<file path="src/rsad_pkg.sv">
// ============================================================================
// rsad_pkg
// Shared types and constants for the RSA-from-primes decryption block.
// ============================================================================
package rsad_pkg;

   // Widest operand that the primality check accepts
   localparam int PRIME_BITS = 16;

   // Shared divider geometry
   localparam int DIV_DVD_W = 64;
   localparam int DIV_DSR_W = 32;
   localparam int DIV_LEN_W = 7;

   // Result status codes
   localparam logic [1:0] STATUS_OK         = 2'd0;
   localparam logic [1:0] STATUS_NOT_PRIME  = 2'd1;
   localparam logic [1:0] STATUS_NO_INVERSE = 2'd2;

   // Divider command: dividend is left-aligned, len bits are processed
   typedef struct packed {
      logic                 start;
      logic [DIV_LEN_W-1:0] len;
      logic [DIV_DVD_W-1:0] dividend;
      logic [DIV_DSR_W-1:0] divisor;
   } div_req_type;

   // Divider status: quotient sits in the low len bits of quotient
   typedef struct packed {
      logic                 busy;
      logic                 done;
      logic [DIV_DVD_W-1:0] quotient;
      logic [DIV_DSR_W-1:0] remainder;
   } div_rsp_type;

endpackage

</file>
<file path="src/rsad_div.sv">
// ============================================================================
// rsad_div
// Bit-serial restoring divider, one quotient bit per cycle.
// ============================================================================
module rsad_div (
   input  logic                 clock,
   input  logic                 reset,
   input  rsad_pkg::div_req_type div_req,
   output rsad_pkg::div_rsp_type div_rsp
);
   import rsad_pkg::*;

   logic                 busy_ff,  busy_in;
   logic                 done_ff,  done_in;
   logic [DIV_LEN_W-1:0] cnt_ff,   cnt_in;
   logic [DIV_DSR_W-1:0] rem_ff,   rem_in;
   logic [DIV_DVD_W-1:0] dvd_ff,   dvd_in;
   logic [DIV_DSR_W-1:0] dsr_ff,   dsr_in;

   logic [DIV_DSR_W:0]   rem_sh;
   logic [DIV_DSR_W:0]   rem_sub;
   logic                 ge;

   // One restoring step
   always_comb begin
      rem_sh  = {rem_ff, dvd_ff[DIV_DVD_W-1]};
      ge      = (rem_sh >= {1'b0, dsr_ff});
      rem_sub = rem_sh - {1'b0, dsr_ff};
   end

   // Next state
   always_comb begin
      busy_in = busy_ff;
      done_in = 1'b0;
      cnt_in  = cnt_ff;
      rem_in  = rem_ff;
      dvd_in  = dvd_ff;
      dsr_in  = dsr_ff;
      if (div_req.start) begin
         busy_in = 1'b1;
         cnt_in  = div_req.len;
         rem_in  = '0;
         dvd_in  = div_req.dividend;
         dsr_in  = div_req.divisor;
      end else if (busy_ff) begin
         rem_in = ge ? rem_sub[DIV_DSR_W-1:0] : rem_sh[DIV_DSR_W-1:0];
         dvd_in = {dvd_ff[DIV_DVD_W-2:0], ge};
         cnt_in = cnt_ff - DIV_LEN_W'(1);
         if (cnt_ff == DIV_LEN_W'(1)) begin
            busy_in = 1'b0;
            done_in = 1'b1;
         end
      end
   end

   always_ff @(posedge clock) begin
      if (reset) begin
         busy_ff <= 1'b0;
         done_ff <= 1'b0;
         cnt_ff  <= '0;
      end else begin
         busy_ff <= busy_in;
         done_ff <= done_in;
         cnt_ff  <= cnt_in;
      end
      rem_ff <= rem_in;
      dvd_ff <= dvd_in;
      dsr_ff <= dsr_in;
   end

   assign div_rsp.busy      = busy_ff;
   assign div_rsp.done      = done_ff;
   assign div_rsp.quotient  = dvd_ff;
   assign div_rsp.remainder = rem_ff;

endmodule

</file>
<file path="src/rsa_decrypt_from_primes.sv">
// ============================================================================
// rsa_decrypt_from_primes
// Textbook RSA decryption from the primes of the modulus.
// ============================================================================
// Usage:
//   req_ channel carries one transaction per item: primes p and q, public
//   exponent e and a ciphertext. rsp_ channel returns one transaction per
//   item: plaintext, private exponent d and a status code.
//   One item is worked at a time; req_tready is high only while idle.
//   Every division-like step runs on one shared bit-serial divider, one bit
//   per cycle. Work per item:
//     trial division: up to sqrt(x) candidate divisors for each of p, q
//       and e;
//     inverse search: up to e tries;
//     modular power: up to 64 squarings or multiplies.
//   Results go to an output register; a stalled receiver lets the next item
//   be accepted and worked, and it waits at the end until the register frees.
//   Synchronous reset returns the block to idle with no result pending.
// ============================================================================
module rsa_decrypt_from_primes (
   input  logic        clock,
   input  logic        reset,
   input  logic        req_tvalid,
   output logic        req_tready,
   // [15:0] prime_p, [31:16] prime_q, [47:32] pub_exponent, [79:48] cipher_value
   input  logic [79:0] req_tdata,
   output logic        rsp_tvalid,
   input  logic        rsp_tready,
   // [31:0] plain_value, [63:32] priv_exponent, [65:64] status, rest zero
   output logic [71:0] rsp_tdata
);
   import rsad_pkg::*;

   localparam logic [4:0] S_IDLE    = 5'd0;
   localparam logic [4:0] S_PCHK    = 5'd1;
   localparam logic [4:0] S_PWAIT   = 5'd2;
   localparam logic [4:0] S_NMUL    = 5'd3;
   localparam logic [4:0] S_PHIMUL  = 5'd4;
   localparam logic [4:0] S_PHIDIV  = 5'd5;
   localparam logic [4:0] S_PHIWAIT = 5'd6;
   localparam logic [4:0] S_SRCH    = 5'd7;
   localparam logic [4:0] S_KMUL    = 5'd8;
   localparam logic [4:0] S_KDIV    = 5'd9;
   localparam logic [4:0] S_KWAIT   = 5'd10;
   localparam logic [4:0] S_CTDIV   = 5'd11;
   localparam logic [4:0] S_CTWAIT  = 5'd12;
   localparam logic [4:0] S_EXP     = 5'd13;
   localparam logic [4:0] S_RMUL    = 5'd14;
   localparam logic [4:0] S_RDIV    = 5'd15;
   localparam logic [4:0] S_RWAIT   = 5'd16;
   localparam logic [4:0] S_SMUL    = 5'd17;
   localparam logic [4:0] S_SDIV    = 5'd18;
   localparam logic [4:0] S_SWAIT   = 5'd19;
   localparam logic [4:0] S_DONE    = 5'd20;

   localparam logic [1:0] OP_P = 2'd0;
   localparam logic [1:0] OP_Q = 2'd1;
   localparam logic [1:0] OP_E = 2'd2;

   localparam logic [32:0] PRIME_LIM = (33'd1 << PRIME_BITS) - 33'd1;

   logic [4:0]  state_ff, state_in;
   logic [15:0] p_ff, p_in, q_ff, q_in, e_ff, e_in;
   logic [31:0] ct_ff, ct_in;
   logic [1:0]  op_ff, op_in;
   logic [8:0]  i_ff, i_in;
   logic [17:0] isq_ff, isq_in;
   logic [31:0] n_ff, n_in, phi_ff, phi_in;
   logic [15:0] phim_ff, phim_in, kmod_ff, kmod_in, m_ff, m_in;
   logic [31:0] d_ff, d_in, r_ff, r_in, base_ff, base_in, ex_ff, ex_in;
   logic [63:0] mul_ff;
   logic [31:0] mul_a, mul_b;
   logic [31:0] res_plain_ff, res_plain_in, res_priv_ff, res_priv_in;
   logic [1:0]  res_stat_ff, res_stat_in;
   logic        rsp_valid_ff, rsp_valid_in;
   logic [71:0] rsp_data_ff, rsp_data_in;

   logic [15:0] x_cur;
   logic [16:0] ksum;
   logic [16:0] kdiff;
   logic [15:0] knext;

   div_req_type div_req;
   div_rsp_type div_rsp;

   rsad_div u_div (
      .clock   (clock),
      .reset   (reset),
      .div_req (div_req),
      .div_rsp (div_rsp)
   );

   // Operand under primality test
   always_comb begin
      case (op_ff)
         OP_P:    x_cur = p_ff;
         OP_Q:    x_cur = q_ff;
         default: x_cur = e_ff;
      endcase
   end

   // Running (1 + m*phi) mod e
   always_comb begin
      ksum  = {1'b0, kmod_ff} + {1'b0, phim_ff};
      kdiff = ksum - {1'b0, e_ff};
      knext = (ksum >= {1'b0, e_ff}) ? kdiff[15:0] : ksum[15:0];
   end

   // Shared multiplier operands
   always_comb begin
      case (state_ff)
         S_NMUL:   begin mul_a = {16'b0, p_ff};          mul_b = {16'b0, q_ff};          end
         S_PHIMUL: begin mul_a = {16'b0, p_ff - 16'd1};  mul_b = {16'b0, q_ff - 16'd1};  end
         S_KMUL:   begin mul_a = {16'b0, m_ff};          mul_b = phi_ff;                 end
         S_RMUL:   begin mul_a = r_ff;                   mul_b = base_ff;                end
         S_SMUL:   begin mul_a = base_ff;                mul_b = base_ff;                end
         default:  begin mul_a = '0;                     mul_b = '0;                     end
      endcase
   end

   // Divider commands
   always_comb begin
      div_req = '0;
      case (state_ff)
         S_PCHK: begin
            div_req.start    = !({1'b0, x_cur} < 17'd2) && !({17'b0, x_cur} > PRIME_LIM)
                               && !(isq_ff > {2'b0, x_cur});
            div_req.len      = DIV_LEN_W'(16);
            div_req.dividend = {x_cur, 48'b0};
            div_req.divisor  = {23'b0, i_ff};
         end
         S_PHIDIV: begin
            div_req.start    = 1'b1;
            div_req.len      = DIV_LEN_W'(32);
            div_req.dividend = {mul_ff[31:0], 32'b0};
            div_req.divisor  = {16'b0, e_ff};
         end
         S_KDIV: begin
            div_req.start    = 1'b1;
            div_req.len      = DIV_LEN_W'(48);
            div_req.dividend = {mul_ff[47:0] + 48'd1, 16'b0};
            div_req.divisor  = {16'b0, e_ff};
         end
         S_CTDIV: begin
            div_req.start    = 1'b1;
            div_req.len      = DIV_LEN_W'(32);
            div_req.dividend = {ct_ff, 32'b0};
            div_req.divisor  = n_ff;
         end
         S_RDIV, S_SDIV: begin
            div_req.start    = 1'b1;
            div_req.len      = DIV_LEN_W'(64);
            div_req.dividend = mul_ff;
            div_req.divisor  = n_ff;
         end
         default: div_req = '0;
      endcase
   end

   // Sequencer
   always_comb begin
      state_in     = state_ff;
      p_in         = p_ff;
      q_in         = q_ff;
      e_in         = e_ff;
      ct_in        = ct_ff;
      op_in        = op_ff;
      i_in         = i_ff;
      isq_in       = isq_ff;
      n_in         = n_ff;
      phi_in       = phi_ff;
      phim_in      = phim_ff;
      kmod_in      = kmod_ff;
      m_in         = m_ff;
      d_in         = d_ff;
      r_in         = r_ff;
      base_in      = base_ff;
      ex_in        = ex_ff;
      res_plain_in = res_plain_ff;
      res_priv_in  = res_priv_ff;
      res_stat_in  = res_stat_ff;
      rsp_valid_in = rsp_valid_ff && !rsp_tready;
      rsp_data_in  = rsp_data_ff;
      case (state_ff)
         S_IDLE: begin
            if (req_tvalid) begin
               p_in     = req_tdata[15:0];
               q_in     = req_tdata[31:16];
               e_in     = req_tdata[47:32];
               ct_in    = req_tdata[79:48];
               op_in    = OP_P;
               i_in     = 9'd2;
               isq_in   = 18'd4;
               state_in = S_PCHK;
            end
         end
         S_PCHK: begin
            if (({1'b0, x_cur} < 17'd2) || ({17'b0, x_cur} > PRIME_LIM)) begin
               res_plain_in = '0;
               res_priv_in  = '0;
               res_stat_in  = STATUS_NOT_PRIME;
               state_in     = S_DONE;
            end else if (isq_ff > {2'b0, x_cur}) begin
               // operand is prime
               i_in   = 9'd2;
               isq_in = 18'd4;
               if (op_ff == OP_E) begin
                  state_in = S_NMUL;
               end else begin
                  op_in = op_ff + 2'd1;
               end
            end else begin
               state_in = S_PWAIT;
            end
         end
         S_PWAIT: begin
            if (div_rsp.done) begin
               if (div_rsp.remainder == '0) begin
                  res_plain_in = '0;
                  res_priv_in  = '0;
                  res_stat_in  = STATUS_NOT_PRIME;
                  state_in     = S_DONE;
               end else begin
                  // (i+1)^2 = i^2 + 2i + 1
                  isq_in   = isq_ff + {8'b0, i_ff, 1'b1};
                  i_in     = i_ff + 9'd1;
                  state_in = S_PCHK;
               end
            end
         end
         S_NMUL:   state_in = S_PHIMUL;
         S_PHIMUL: begin
            n_in     = mul_ff[31:0];
            state_in = S_PHIDIV;
         end
         S_PHIDIV: begin
            phi_in   = mul_ff[31:0];
            state_in = S_PHIWAIT;
         end
         S_PHIWAIT: begin
            if (div_rsp.done) begin
               phim_in  = div_rsp.remainder[15:0];
               kmod_in  = 16'd1;
               m_in     = 16'd1;
               state_in = S_SRCH;
            end
         end
         S_SRCH: begin
            if (knext == '0) begin
               state_in = S_KMUL;
            end else if (m_ff == e_ff) begin
               res_plain_in = '0;
               res_priv_in  = '0;
               res_stat_in  = STATUS_NO_INVERSE;
               state_in     = S_DONE;
            end else begin
               kmod_in = knext;
               m_in    = m_ff + 16'd1;
            end
         end
         S_KMUL:  state_in = S_KDIV;
         S_KDIV:  state_in = S_KWAIT;
         S_KWAIT: begin
            if (div_rsp.done) begin
               d_in     = div_rsp.quotient[31:0];
               state_in = S_CTDIV;
            end
         end
         S_CTDIV: state_in = S_CTWAIT;
         S_CTWAIT: begin
            if (div_rsp.done) begin
               base_in  = div_rsp.remainder;
               r_in     = 32'd1;
               ex_in    = d_ff;
               state_in = S_EXP;
            end
         end
         S_EXP: begin
            if (ex_ff == '0) begin
               res_plain_in = r_ff;
               res_priv_in  = d_ff;
               res_stat_in  = STATUS_OK;
               state_in     = S_DONE;
            end else if (ex_ff[0]) begin
               state_in = S_RMUL;
            end else begin
               state_in = S_SMUL;
            end
         end
         S_RMUL: state_in = S_RDIV;
         S_RDIV: state_in = S_RWAIT;
         S_RWAIT: begin
            if (div_rsp.done) begin
               r_in     = div_rsp.remainder;
               state_in = S_SMUL;
            end
         end
         S_SMUL: state_in = S_SDIV;
         S_SDIV: state_in = S_SWAIT;
         S_SWAIT: begin
            if (div_rsp.done) begin
               base_in  = div_rsp.remainder;
               ex_in    = {1'b0, ex_ff[31:1]};
               state_in = S_EXP;
            end
         end
         S_DONE: begin
            // wait for the output register to free
            if (!rsp_valid_ff || rsp_tready) begin
               rsp_valid_in = 1'b1;
               rsp_data_in  = {6'b0, res_stat_ff, res_priv_ff, res_plain_ff};
               state_in     = S_IDLE;
            end
         end
         default: state_in = S_IDLE;
      endcase
   end

   always_ff @(posedge clock) begin
      if (reset) begin
         state_ff     <= S_IDLE;
         rsp_valid_ff <= 1'b0;
      end else begin
         state_ff     <= state_in;
         rsp_valid_ff <= rsp_valid_in;
      end
      p_ff         <= p_in;
      q_ff         <= q_in;
      e_ff         <= e_in;
      ct_ff        <= ct_in;
      op_ff        <= op_in;
      i_ff         <= i_in;
      isq_ff       <= isq_in;
      n_ff         <= n_in;
      phi_ff       <= phi_in;
      phim_ff      <= phim_in;
      kmod_ff      <= kmod_in;
      m_ff         <= m_in;
      d_ff         <= d_in;
      r_ff         <= r_in;
      base_ff      <= base_in;
      ex_ff        <= ex_in;
      mul_ff       <= mul_a * mul_b;
      res_plain_ff <= res_plain_in;
      res_priv_ff  <= res_priv_in;
      res_stat_ff  <= res_stat_in;
      rsp_data_ff  <= rsp_data_in;
   end

   assign req_tready = (state_ff == S_IDLE);
   assign rsp_tvalid = rsp_valid_ff;
   assign rsp_tdata  = rsp_data_ff;

`ifndef SYNTHESIS
   // Divider is never restarted mid-operation
   a_div_no_restart: assert property (@(posedge clock) disable iff (reset)
      div_req.start |-> !div_rsp.busy)
      else $error("divider started while busy");

   // Error results carry zero payload
   a_err_zero: assert property (@(posedge clock) disable iff (reset)
      rsp_tvalid && (rsp_tdata[65:64] != STATUS_OK)
      |-> (rsp_tdata[63:0] == 64'd0))
      else $error("error result with nonzero payload");

   // A pending result is never overwritten
   a_rsp_hold: assert property (@(posedge clock) disable iff (reset)
      rsp_tvalid && !rsp_tready |=> rsp_tvalid && $stable(rsp_tdata))
      else $error("pending result lost");

   // Accepted item leaves idle at once
   a_busy_after_accept: assert property (@(posedge clock) disable iff (reset)
      req_tvalid && req_tready |=> !req_tready)
      else $error("still idle after accepting an item");
`endif

endmodule

</file>
<file path="config.mk">
export PLATFORM = sky130hd
export DESIGN_NAME = rsa_decrypt_from_primes
export DESIGN_NICKNAME = d
export VERILOG_FILES = /design/src/rsad_pkg.sv /design/src/rsad_div.sv /design/src/rsa_decrypt_from_primes.sv
export SDC_FILE = /design/constraint.sdc
export NUM_CORES = 2
export LEC_CHECK = 0
export ABC_AREA = 1
export BUFFER_PORTS_ARGS = -buffer_cell sky130_fd_sc_hd__buf_2
export CAP_MARGIN = 25
export CORE_MARGIN = 10
export CORE_UTILIZATION = 59
export DETAILED_ROUTE_END_ITERATION = 10
export PLACE_DENSITY = 0.79
export SETUP_SLACK_MARGIN = 0.2
export SYNTH_ARGS = -nofsm -noshare
export SYNTH_HDL_FRONTEND = slang
export SYNTH_HIERARCHICAL = 1
export SYNTH_SLANG_ARGS = --single-unit
</file>
<file path="constraint.sdc">
create_clock -name clock -period 7.7 [get_ports clock]
set_input_delay 0 -clock clock [delete_from_list [all_inputs] [get_ports clock]]
set_output_delay 0 -clock clock [all_outputs]
set_load 0.03 [all_outputs]
</file>
==> metrics.yaml <==
final_util: 0.738
timing.fmax_mhz: 116
cts_tree: "done"
antenna_found_initial: 17
cts_buffer_depth: 3
worst_slack_ns: -0.946
cts_root_buf: "clkbuf_16"
power_density_mw_per_mm2: 173
peakVddDrop_v: 0.000227
crit_arrival_ns: 9.17
p_total_mw: 14.6
hpwlAfterDp_um: 208000
grt_max_degree: 77
final-max-slew-violation-count: 0
slew_headroom: 0.255
layout_commonest_cell: "nand2_1"
synthToLayoutAreaGrowth_pct: 24.1
syn_area_mm2: 0.0680
critical_path.max_stage_delay_ns: 0.60
die_h_um: 360
numCtsBuffers: 75
finalCritPeriodShare: 1.12
num-fill-cells: 8316
max-cap-violations: 0
ioPinCount: 158
worstPathRequired_ns: 8.23
worst_pin_slew_ns: 1.11
hold_viol_final: 0
dieArea_mm2: 0.129
io_buffers: 151
worstSkewPairLatency_ns: 0.67
violations: "negative setup slack"
drive_gt1_frac: 0.204
crit_slowest_cell: "fa_2"
rsz0062_at_grt: "true"
path_common_cell: "fa_1"
yosysWarnings: 6
clkTransAtPathRegs_ns: 0.07
routed_wl_um: 261000
nNetsFinal: 10300
fin_hold_ws_ns: 0.0430
mostFrequentLayoutCells: "nand2_1, inv_1, fa_1"
avgViaCountPerCell: 5.83
drtIter0Drc: 7820
synth_cells: 7968
leakage_nw: 40.6
setup_tns_ns: -30.01
start_util: 0.595
htree_levels: 3
grt_overflow_total: 0
die_w_um: 360
period_needed_ns: 8.65
end_kind: "flip-flop"
avgSynthCellArea_um2: 8.53
drc: 0
finalSetupViolCount: 46
hold_path.class: "in -> reg"
status: "finished with violations"
firstDrtPassIters: 9
grt_pass1_vias: 61200
grt_pass1_wl_um: 380000
routabilityCongestion: 1.10
coreArea_mm2: 0.114
clock_skew_ns: 0.0699
pre_cts_slack_ns: -1.14
cp-start-kind: "flip-flop"
cts_sinks: 688
row_count: 124
worstSetupPathType: "reg -> reg"
critical_path.max_fanout: 5
avgRoutedWirePerCell_um: 24.8
antenna_left: 0
dr_total_vias: 61400
grt_use_total: 0.391
largest_reg_flops: 66
## metrics by stage
step | cell area [um^2] | std cells
6_report | 84400 | 10500
2_1_floorplan | 68400 | 7977
3_3_place_gp | 76600 | 10100
4_1_cts | 82600 | 10400
5_1_grt | 84400 | 10500
3_5_place_dp | 76600 | 10100
## final timing paths
kind | from | to | slack [ns] | cells after the start
max | q_ff[1]$_DFFE_PP_ | mul_ff[53]$_DFF_P_ | -0.95 | 41
min | req_tdata[60] | ct_ff[12]$_DFFE_PP_ | 0.04 | 2
max reg2reg | q_ff[1]$_DFFE_PP_ | mul_ff[53]$_DFF_P_ | -0.95 | 41
min reg2reg | res_plain_ff[11]$_SDFFCE_PN0P_ | rsp_tdata[11]$_DFFE_PP_ | 0.41 | 0
## critical path, delay by kind of cell (launching register included)
family                   cells  cell delay [ns]
adder cells (fa/ha/maj)      9             4.44
flip-flops                   1             0.46
AO/OA/AOI/OAI                7             1.03
buffers and inverters       12             1.19
XOR/XNOR                     1             0.16
AND/OR/NAND/NOR             12             1.27
## where the power goes
part | leakage (nW) | switching (mW) | internal (mW) | total (mW)
Clock | 1.28 | 1.63 | 2.28 | 3.91
Sequential | 6.42 | 0.586 | 4.91 | 5.50
Combinational | 32.9 | 3.54 | 1.63 | 5.18
## layer usage
metal,GRT usage,part of all wire
met5,0.00111,0.00022
met4,0.258,0.088
met3,0.0987,0.12
met2,0.604,0.44
met1,0.485,0.34
## cell type report
cell class | count | area [um^2] | area share
clock inverters | 44 | 644 | 0.00764
multi-input cells | 5121 | 42800 | 0.507
well taps | 1512 | 1890 | 0.0224
flip-flops and latches | 688 | 19600 | 0.232
clock buffers | 95 | 2000 | 0.0237
diodes | 8 | 20.0 | 0.000237
inverters | 1898 | 7170 | 0.0849
repair buffers | 1165 | 10300 | 0.122
## repair_timing
action	CTS	global route
pin swaps	165	221
hold buffers	84	0
setup buffers	78	80
gates resized for setup	492	302
gates cloned	3	0
setup endpoints to repair	53	54
hold endpoints to repair	119	0
Note: power is estimated with default switching activity, not from simulation.
